`config.mk`:
```
export PLATFORM = sky130hd
export DESIGN_NAME = button_debounce_long_press
export DESIGN_NICKNAME = d
export VERILOG_FILES = /design/src/bdlp_pkg.sv /design/src/bdlp_core.sv /design/src/button_debounce_long_press.sv
export SDC_FILE = /design/constraint.sdc
export NUM_CORES = 1
export LEC_CHECK = 0
export ABC_AREA = 1
export BUFFER_PORTS_ARGS = -buffer_cell sky130_fd_sc_hd__buf_4
export CAP_MARGIN = 0
export CORE_ASPECT_RATIO = 1.75
export CORE_MARGIN = 2
export CORE_UTILIZATION = 55
export CTS_BUF_LIST = sky130_fd_sc_hd__clkbuf_4
export CTS_CLUSTER_DIAMETER = 100
export DETAILED_ROUTE_END_ITERATION = 7
export HOLD_SLACK_MARGIN = 0.15
export PLACE_DENSITY = 0.76
export SYNTH_ARGS = -nofsm -noshare
export SYNTH_HDL_FRONTEND = slang
export SYNTH_HIERARCHICAL = 1
export SYNTH_SLANG_ARGS = --single-unit
```
`constraint.sdc`:
```
create_clock -name clk_i -period 8.1 [get_ports clk_i]
set_input_delay 1.62 -clock clk_i [delete_from_list [all_inputs] [get_ports clk_i]]
set_output_delay 1.62 -clock clk_i [all_outputs]
set_load 0.005 [all_outputs]
```
`src/bdlp_pkg.sv`:
```
package bdlp_pkg;

  // Width of the millisecond time arithmetic. All differences wrap modulo 2^TimeBits.
  localparam int TimeBits = 32;

  localparam int NowBits  = 32;
  localparam int MsBits   = 16;
  localparam int CfgIdxBits = 2;
  localparam int CfgDataBits = 16;

  typedef logic [TimeBits-1:0] time_t;

  typedef enum logic [1:0] {
    MODE_UNAVAIL = 2'd0,
    MODE_REFRESH = 2'd1,
    MODE_PREV    = 2'd2,
    MODE_NEXT    = 2'd3
  } mode_e;

  typedef enum logic [2:0] {
    EV_NONE    = 3'd0,
    EV_REFRESH = 3'd1,
    EV_PREV    = 3'd2,
    EV_NEXT    = 3'd3,
    EV_CLEAR   = 3'd4
  } event_e;

  typedef enum logic [CfgIdxBits-1:0] {
    CFG_MODE     = 2'd0,
    CFG_DEBOUNCE = 2'd1,
    CFG_LONG     = 2'd2,
    CFG_UNUSED   = 2'd3
  } cfg_idx_e;

  localparam logic KindStart  = 1'b0;
  localparam logic KindSample = 1'b1;

  typedef struct packed {
    logic              kind;
    logic              level;
    logic              suppress_held;
    logic [NowBits-1:0] now_time;
  } in_t;

  typedef struct packed {
    logic [2:0] event_res;
    logic       start_ok;
  } out_t;

  typedef struct packed {
    mode_e             control_mode;
    logic [MsBits-1:0] debounce_time;
    logic [MsBits-1:0] long_press_time;
  } cfg_t;

  function automatic time_t now_to_time(logic [NowBits-1:0] v);
    time_t t;
    t = '0;
    for (int i = 0; i < TimeBits; i++) begin
      if (i < NowBits) begin
        t[i] = v[i];
      end
    end
    return t;
  endfunction

  function automatic time_t ms_to_time(logic [MsBits-1:0] v);
    time_t t;
    t = '0;
    for (int i = 0; i < TimeBits; i++) begin
      if (i < MsBits) begin
        t[i] = v[i];
      end
    end
    return t;
  endfunction

  function automatic event_e release_event(mode_e m);
    event_e ev;
    unique case (m)
      MODE_REFRESH: ev = EV_REFRESH;
      MODE_PREV:    ev = EV_PREV;
      MODE_NEXT:    ev = EV_NEXT;
      default:      ev = EV_NONE;
    endcase
    return ev;
  endfunction

endpackage

```
`src/bdlp_core.sv`:
```
module bdlp_core (
  input  logic           clk_i,
  input  logic           rst_ni,
  input  logic           fire_i,
  input  bdlp_pkg::in_t  item_i,
  input  bdlp_pkg::cfg_t cfg_i,
  output bdlp_pkg::out_t res_o
);
  import bdlp_pkg::*;

  logic              available_q, available_d;
  logic              raw_level_q, raw_level_d;
  time_t             raw_change_q, raw_change_d;
  logic              stable_q, stable_d;
  logic              press_active_q, press_active_d;
  logic              long_done_q, long_done_d;
  logic              suppress_q, suppress_d;
  time_t             press_time_q, press_time_d;
  mode_e             mode_q, mode_d;
  logic [MsBits-1:0] deb_q, deb_d;
  logic [MsBits-1:0] long_q, long_d;

  time_t  now;
  time_t  deb_t;
  time_t  long_t;
  time_t  accepted;
  event_e ev;
  logic   ok;
  logic   settle;

  assign now    = now_to_time(item_i.now_time);
  assign deb_t  = ms_to_time(deb_q);
  assign long_t = ms_to_time(long_q);

  always_comb begin
    available_d    = available_q;
    raw_level_d    = raw_level_q;
    raw_change_d   = raw_change_q;
    stable_d       = stable_q;
    press_active_d = press_active_q;
    long_done_d    = long_done_q;
    suppress_d     = suppress_q;
    press_time_d   = press_time_q;
    mode_d         = mode_q;
    deb_d          = deb_q;
    long_d         = long_q;
    ev             = EV_NONE;
    ok             = 1'b0;
    settle         = 1'b0;
    accepted       = '0;

    if (item_i.kind == KindStart) begin
      available_d    = 1'b0;
      raw_level_d    = 1'b0;
      raw_change_d   = '0;
      stable_d       = 1'b0;
      press_active_d = 1'b0;
      long_done_d    = 1'b0;
      suppress_d     = 1'b0;
      press_time_d   = '0;
      mode_d         = cfg_i.control_mode;
      deb_d          = cfg_i.debounce_time;
      long_d         = cfg_i.long_press_time;
      if (cfg_i.control_mode == MODE_UNAVAIL) begin
        ok = 1'b1;
      end else if (cfg_i.debounce_time == '0 ||
                   (cfg_i.control_mode == MODE_REFRESH && cfg_i.long_press_time == '0)) begin
        ok = 1'b0;
      end else begin
        ok           = 1'b1;
        available_d  = 1'b1;
        raw_level_d  = item_i.level;
        raw_change_d = now;
        stable_d     = item_i.level & item_i.suppress_held;
        suppress_d   = item_i.level & item_i.suppress_held;
      end
    end else if (available_q) begin
      raw_level_d = item_i.level;
      if (item_i.level != raw_level_q) begin
        raw_change_d = now;
      end
      settle   = (raw_level_d != stable_q) && ((now - raw_change_d) >= deb_t);
      accepted = raw_change_d + deb_t;
      if (settle) begin
        stable_d = raw_level_d;
        if (raw_level_d) begin
          press_active_d = 1'b1;
          long_done_d    = 1'b0;
          press_time_d   = accepted;
        end else if (suppress_q) begin
          // release of a press that was held at start: swallow it
          suppress_d     = 1'b0;
          press_active_d = 1'b0;
          long_done_d    = 1'b0;
        end else if (press_active_q) begin
          if (mode_q == MODE_REFRESH && !long_done_q &&
              (accepted - press_time_q) >= long_t) begin
            ev          = EV_CLEAR;
            long_done_d = 1'b1;
          end else if (!long_done_q) begin
            ev = release_event(mode_q);
          end
          press_active_d = 1'b0;
        end
      end
      if (ev == EV_NONE && stable_d && press_active_d && !suppress_d && !long_done_d &&
          mode_q == MODE_REFRESH && (now - press_time_d) >= long_t) begin
        long_done_d = 1'b1;
        ev          = EV_CLEAR;
      end
    end
  end

  assign res_o.event_res = ev;
  assign res_o.start_ok  = ok;

  always_ff @(posedge clk_i or negedge rst_ni) begin
    if (!rst_ni) begin
      available_q    <= 1'b0;
      raw_level_q    <= 1'b0;
      raw_change_q   <= '0;
      stable_q       <= 1'b0;
      press_active_q <= 1'b0;
      long_done_q    <= 1'b0;
      suppress_q     <= 1'b0;
      press_time_q   <= '0;
      mode_q         <= MODE_UNAVAIL;
      deb_q          <= '0;
      long_q         <= '0;
    end else if (fire_i) begin
      available_q    <= available_d;
      raw_level_q    <= raw_level_d;
      raw_change_q   <= raw_change_d;
      stable_q       <= stable_d;
      press_active_q <= press_active_d;
      long_done_q    <= long_done_d;
      suppress_q     <= suppress_d;
      press_time_q   <= press_time_d;
      mode_q         <= mode_d;
      deb_q          <= deb_d;
      long_q         <= long_d;
    end
  end

`ifndef SYNTHESIS
  a_clear_only_refresh: assert property (@(posedge clk_i) disable iff (!rst_ni)
    fire_i && ev == EV_CLEAR |-> mode_q == MODE_REFRESH)
    else $error("clear event outside refresh/clear mode");

  a_no_event_unavail: assert property (@(posedge clk_i) disable iff (!rst_ni)
    fire_i && !available_q |-> ev == EV_NONE)
    else $error("event while not available");

  a_suppress_needs_stable: assert property (@(posedge clk_i) disable iff (!rst_ni)
    suppress_q |-> stable_q || fire_i)
    else $error("suppression set without held level");
`endif

endmodule

```
`src/button_debounce_long_press.sv`:
```
// Debounced push-button with optional long press.
// Input channel (in_valid_i/in_ready_o, in_data_i): one word per sample or start
// command, each carrying the raw level and a wrapping millisecond timestamp.
// Output channel (out_valid_o/out_ready_i, out_data_o): exactly one result word
// per input word, in order: the event code and, for start words, start_ok.
// Config channel (cfg_valid_i/cfg_ready_o, cfg_index_i, cfg_data_i): 0 mode,
// 1 debounce time, 2 long-press time; always ready, other indexes ignored.
// Settings are latched by a start word, so write them while the block is idle.
// Pipeline: input register, then result register. Throughput: one word per cycle
// while the receiver keeps up; the state update is a single pass of
// add/subtract/compare logic between the two registers.
// If the receiver stalls, the result register holds and one more word is taken
// into the input register; in_ready_o then drops until the output drains.
// Reset: both stages empty, config at mode 0, debounce 50, long press 1000;
// samples before the first start word give no events.
module button_debounce_long_press (
  input  logic                                 clk_i,
  input  logic                                 rst_ni,
  input  logic                                 in_valid_i,
  output logic                                 in_ready_o,
  input  bdlp_pkg::in_t                        in_data_i,
  output logic                                 out_valid_o,
  input  logic                                 out_ready_i,
  output bdlp_pkg::out_t                       out_data_o,
  input  logic                                 cfg_valid_i,
  output logic                                 cfg_ready_o,
  input  logic [bdlp_pkg::CfgIdxBits-1:0]      cfg_index_i,
  input  logic [bdlp_pkg::CfgDataBits-1:0]     cfg_data_i
);
  import bdlp_pkg::*;

  cfg_t cfg_q;
  logic s1_valid_q, s1_valid_d;
  in_t  s1_q;
  logic out_valid_q, out_valid_d;
  out_t out_q;
  out_t res;
  logic advance;
  logic in_fire;

  assign cfg_ready_o = 1'b1;

  always_ff @(posedge clk_i or negedge rst_ni) begin
    if (!rst_ni) begin
      cfg_q.control_mode    <= MODE_UNAVAIL;
      cfg_q.debounce_time   <= MsBits'(50);
      cfg_q.long_press_time <= MsBits'(1000);
    end else if (cfg_valid_i) begin
      unique case (cfg_index_i)
        CFG_MODE:     cfg_q.control_mode    <= mode_e'(cfg_data_i[1:0]);
        CFG_DEBOUNCE: cfg_q.debounce_time   <= cfg_data_i[MsBits-1:0];
        CFG_LONG:     cfg_q.long_press_time <= cfg_data_i[MsBits-1:0];
        default:      ;
      endcase
    end
  end

  // the input stage moves on whenever the result register is free or being drained
  assign advance    = !out_valid_q || out_ready_i;
  assign in_ready_o = !s1_valid_q || advance;
  assign in_fire    = in_valid_i && in_ready_o;

  always_comb begin
    s1_valid_d  = s1_valid_q;
    out_valid_d = out_valid_q;
    if (advance) begin
      out_valid_d = s1_valid_q;
      s1_valid_d  = 1'b0;
    end
    if (in_fire) begin
      s1_valid_d = 1'b1;
    end
  end

  always_ff @(posedge clk_i or negedge rst_ni) begin
    if (!rst_ni) begin
      s1_valid_q  <= 1'b0;
      out_valid_q <= 1'b0;
    end else begin
      s1_valid_q  <= s1_valid_d;
      out_valid_q <= out_valid_d;
    end
  end

  always_ff @(posedge clk_i) begin
    if (in_fire) begin
      s1_q <= in_data_i;
    end
    if (advance && s1_valid_q) begin
      out_q <= res;
    end
  end

  bdlp_core u_core (
    .clk_i  (clk_i),
    .rst_ni (rst_ni),
    .fire_i (advance && s1_valid_q),
    .item_i (s1_q),
    .cfg_i  (cfg_q),
    .res_o  (res)
  );

  assign out_valid_o = out_valid_q;
  assign out_data_o  = out_q;

`ifndef SYNTHESIS
  a_start_no_event: assert property (@(posedge clk_i) disable iff (!rst_ni)
    out_valid_o && out_data_o.start_ok |-> out_data_o.event_res == EV_NONE)
    else $error("start word carries an event");

  a_event_range: assert property (@(posedge clk_i) disable iff (!rst_ni)
    out_valid_o |-> out_data_o.event_res <= EV_CLEAR)
    else $error("event code out of range");

  a_stage_hold: assert property (@(posedge clk_i) disable iff (!rst_ni)
    s1_valid_q && !advance |=> s1_valid_q && $stable(s1_q))
    else $error("input stage lost a word while stalled");

  a_backpressure: assert property (@(posedge clk_i) disable iff (!rst_ni)
    !in_ready_o |-> s1_valid_q && out_valid_q)
    else $error("input stalled with a free stage");
`endif

endmodule

```
[Word-level counts from Yosys, hierarchy flattened]
Index checks and enable logic that the tools add are counted.
Cells by class
  add/sub/neg operators: 4
  $lt $le $gt $ge: 3
  eq/ne operators: 9
  muxes and demuxes: 61
  bitwise operators: 3
  reduce and logical (&&, ||, !) cells: 33
Operator list (number)
  $mux 32: 13
  $ge 32x16->1: 3
  $sub 32x32->32: 3
  $mux 1: 38
  $add 32x16->32: 1
  $logic_not 16->1: 2
  $mux 3: 9
  $logic_and 1x1->1: 12
  $reduce_and 2->1: 6
  $eq 2x1->1 const B: 3
  $eq 2x2->1 const B: 3
  $pmux 2 s3: 1
  $logic_not 1->1: 5
  $logic_not 2->1: 2
  $logic_not 3->1: 1
  $logic_or 1x1->1: 3
  $reduce_or 3->1: 1
  $ne 1x1->1: 2
  $ne 2x1->1 const B: 1
  $not 1->1: 2
  $reduce_bool 2->1: 1
  $and 1x1->1: 1
Storage, ports and cells
  register bits: 179
  output and inout bits: 7

[Longest topological paths before layout]
  depth after elaboration: 25
  mapped depth: 63

[By module]
The synthesis kept the hierarchy.
By module, submodules not included
  bdlp_core: times used 1, cells an instance 2130, area each 13466.7 um2
  button_debounce_long_press: times used 1, cells an instance 206, area each 2785.2 um2

[Least setup slack after synthesis]
Ideal clock, no wire load.
  kind: reg2reg
  from: register s1_q[33] in the netlist's numbering
  to: register out_q, in the netlist out_data_o[3], data pin
  library setup time: 0.256 ns
  data arrival time: 7.627 ns
  data required time: 7.844 ns
  setup slack: 0.217 ns
  stages on the path, launching flop included: 62
  period minus slack after synthesis: 7.883 ns
  cell sequence: edfxtp_1 inv_2 nand2_2 nand2_4 buf_6 buf_4 clkbuf_1 clkbuf_1 nand2_1 o21ai_0 ha_1 inv_1 ha_1 inv_1 nand2_1 nand2_1 nand2_2 nand2_1 [26 not listed] inv_1 a21oi_1 o21ai_0 a31oi_1 xnor2_1 ha_1 nand2_1 nor2_1 a211oi_1 nand3_1 nor3b_1 nand4_1 nor2_1 nand3_1 nor2_1 nand3_1 nand2_1 a21oi_1
Between the ends
  word-level cells in the longest chain between the ends: 23
  elaborated cells on any way between the ends: 53
  those cells by class: add/sub (4); order compare (3); eq/ne (2); mux (33); reduce/logical (11)
RTL lines
  start: declaration: RTL line button_debounce_long_press.sv:34  | in_t s1_q;
  start signal: assignment: RTL line button_debounce_long_press.sv:87  | s1_q <= in_data_i;
  parallel branches: the longest is 22 deep, another holds $sub 32x32->32
  $mux 3 *: RTL line bdlp_core.sv:106  | if (ev == EV_NONE && stable_d && press_active_d && !suppress_d && !long_done_d &&
  end signal: assignment: RTL line button_debounce_long_press.sv:90  | out_q <= res;
  end: declaration: RTL line button_debounce_long_press.sv:36  | out_t out_q;
Every way passes the cells marked *. The select of a mux whose other input is x is not followed.
A chain may end at the register's enable or synchronous reset.

[Final worst setup path]
Ends and elaborated chain as after synthesis.

==> metrics.cfg <==
[logic_synthesis]
ys.flop_type = dfrtp_1
yosysWarnings = 6
syn_nets = 2541
yosysTopAreaCellShare_pct = 20.2
synth_xor_xnor_area_share_pct = 4.37
ys_seq_elements = 179
synth_most_common_cell = nand2_1
synth_edf_count = 39
synthMuxAreaShare_pct = 0.223
synth_fa_ha_area_share_pct = 11.5
synth_top_cell_by_area = dfrtp_1
synthArstFlopShare_pct = 78.2
synth_seq_area_share_pct = 28.8
ys_types = 65
synth_top_family_by_area = simple AND/OR/NAND/NOR gates
netlist_instances = 2336
ys_top_cells_by_count = nand2_1 (569), inv_1 (326), nor2_1 (218)
synthSimpleGateAreaFrac_pct = 29.8
syn_area_per_cell_um2 = 6.96
synth_area_um2 = 16300
synth-compound-area-share_pct = 15.5
netlist_top_cells_area = dfrtp_1 (20%), nand2_1 (13%), ha_1 (11%)

[routing]
ant_nets = 0
routed-via-count = 16199
viasPerCell = 5.81
drt-pass1-iter-count = 6
first_iter_violations = 1363
drc = 0
wire_per_inst_um = 19.4
drt_wl_total_um = 54100

[layout]
fillers = 2817
seq_area_um2 = 4690
drive_gt1_share_pct = 12.0
fin_area_um2 = 17600
instances_no_fill = 2790
fin_nets = 2599
area_growth_syn_to_layout_pct = 8.44
multi_input_area_um2 = 10100

[clock_tree]
cts_max_level = 4
cts_buffers = 17
clk_latency_ns = 0.68
cts_sinks = 179
holdBufCountCts = 0
clock_path_buffers = 2
cts_root_buffer = clkbuf_4
path_clk_slew_ns = 0.17
cts_tree = built

[timing]
fin_skew_ns = 0.0447
period_minus_slack_ns = 7.62
hold_viol_final = 0
tns_ns = 0
slew-limit-headroom_pct = 21.3
timing.fmax_mhz = 131
worst_slew_pin_slew_ns = 1.18
slew_viol_final = 0
whs_ns = 0.480
fin_crit_sh_pct = 94.1
finalSetupViolations = 0

[global_routing]
grt_use_total_pct = 34.9
grt_max_degree = 102
grt_first_pass_wirelength_um = 82700
grt-busiest-layer = met2
grtUsageMet1_pct = 38.9
antenna_found_initial = 1
grt_pass1_vias = 15763
use_met3_pct = 3.81
grt-ovfl-total = 0
use_met2_pct = 63.0

[worst_setup_path]
critPathMaxFanout = 8
worstPathRequired_ns = 8.55
critPathCaptureType = register
cp.arrival_ns = 8.07
cp.buffers_inverters = 5
startpoint_type = register
cp_common_cell = nand2_1
crit_slowest_cell = edfxtp_1
critical-path-top-delay-family = simple AND/OR/NAND/NOR gates
critPathMaxStageDelay_ns = 0.44
critical_path_class = register to register

[die]
rows = 83
fp.coreArea_um2 = 29200
die-area_um2 = 31000
start_util_pct = 55.7
dieWidth_um = 134
die_h_um = 231
io_pins = 65

[placement]
dp_cells = 2745
dp_hpwl_um = 43500
routabilityCongestion = 1.02
portBuffers = 63
postPlaceCellArea_um2 = 17100

[outcome]
status = finished clean

[run]
cap_violations = 0

[hold_path]
hp-class = register to register

[registers in the layout, indices dropped and copies added (netlist names)]
name / cells
cfg_q: 34
out_data_o: 4
out_valid_o: 1
s1_q: 35
s1_valid_q: 1
u_core/available_q: 1
u_core/deb_q: 16
u_core/long_done_q: 1
u_core/long_q: 16
u_core/mode_q: 2
u_core/press_active_q: 1
u_core/press_time_q: 32
u_core/raw_change_q: 32
u_core/raw_level_q: 1
u_core/stable_q: 1
u_core/suppress_q: 1
[path summary, 6_finish.rpt]
path                            slack [ns]      from                      end  depth (start not counted)
worst max-delay path                  0.48  s1_q[33]            out_data_o[3]                         55
worst min-delay path                  0.48  cfg_q[5]                 cfg_q[5]                          2
worst max register to register        0.48  s1_q[33]            out_data_o[3]                         55
worst min register to register        0.48  cfg_q[5]                 cfg_q[5]                          2
max in group asynchronous             5.72    rst_ni  u_core/press_time_q[23]                          2
min in group asynchronous             0.94    rst_ni                cfg_q[27]                          1
[metal layers]
layer	part of all wire [%]	vias up
met1	38	7569
met3	4.4	187
met5	0	-
met2	51	564
li1	-	7879
met4	6.7	0
[cells in the final DEF (no fill, tap or decap), types with 6 or more instances in the layout]
| master | instances |
|---|---|
| nand2_1 | 561 |
| inv_1 | 325 |
| nor2_1 | 217 |
| a21oi_1 | 153 |
| ha_1 | 142 |
| dfrtp_1 | 131 |
| o21ai_0 | 111 |
| buf_4 | 90 |
| nand3_1 | 89 |
| nand4_1 | 63 |
| xor2_1 | 56 |
| o21ai_1 | 41 |
| a31oi_1 | 40 |
| edfxtp_1 | 39 |
| nand2_2 | 34 |
| o22ai_1 | 31 |
| xnor2_1 | 25 |
| nor3_1 | 25 |
| or2_2 | 24 |
| clkbuf_4 | 18 |
| nor4_1 | 14 |
| inv_2 | 13 |
| nand3_2 | 12 |
| a21oi_2 | 11 |
| o21ai_2 | 10 |
| dfstp_2 | 9 |
| o211ai_1 | 9 |
| nor2_4 | 8 |
| nor2_2 | 8 |
| o21bai_1 | 8 |
| inv_6 | 6 |
| a211oi_1 | 6 |
| a21o_1 | 6 |
[logic make-up after synthesis]
family,after synthesis
buffers and inverters,396
and+or+nand+nor,1081
adders and majority gates,147
xor gates and xnor gates,81
muxes,3
other,1
DFF,179
AOI/OAI and AO/OA,448
[worst min-delay path, delay by kind of cell (launching register included)]
| family | cells | cell delay [ns] |
|---|---|---|
| and+or+nand+nor | 2 | 0.09 |
| DFF | 1 | 0.40 |
[area by class of cell]
cell class | instances | share of cell area [%]
Tap cell | 382 | 2.71
Clock inverter | 15 | 0.923
Antenna cell | 1 | 0.0142
Timing Repair Buffer | 95 | 4.20
Inverter | 340 | 7.31
Multi-Input combinational cell | 1761 | 57.5
Sequential cell | 179 | 26.6
Clock buffer | 17 | 0.724
[what timing repair did]
item,in CTS,in global routing
endpoints found under the setup margin,0,2
gates resized for setup,0,56
setup buffers,0,12
[stage by stage]
stage / setup WS (ns) / utilization (%)
final: 0.477 / 60.4
after global routing: -0.0519 / 60.4
after CTS: 0.00205 / 59.5
after detailed placement: 0.0553 / 58.5
after global placement: 0.266 / 58.5
after floorplan: 0.217 / -
Power is not shown: default switching activity piles up to over one toggle a cycle in this logic, so the estimate is an artifact.
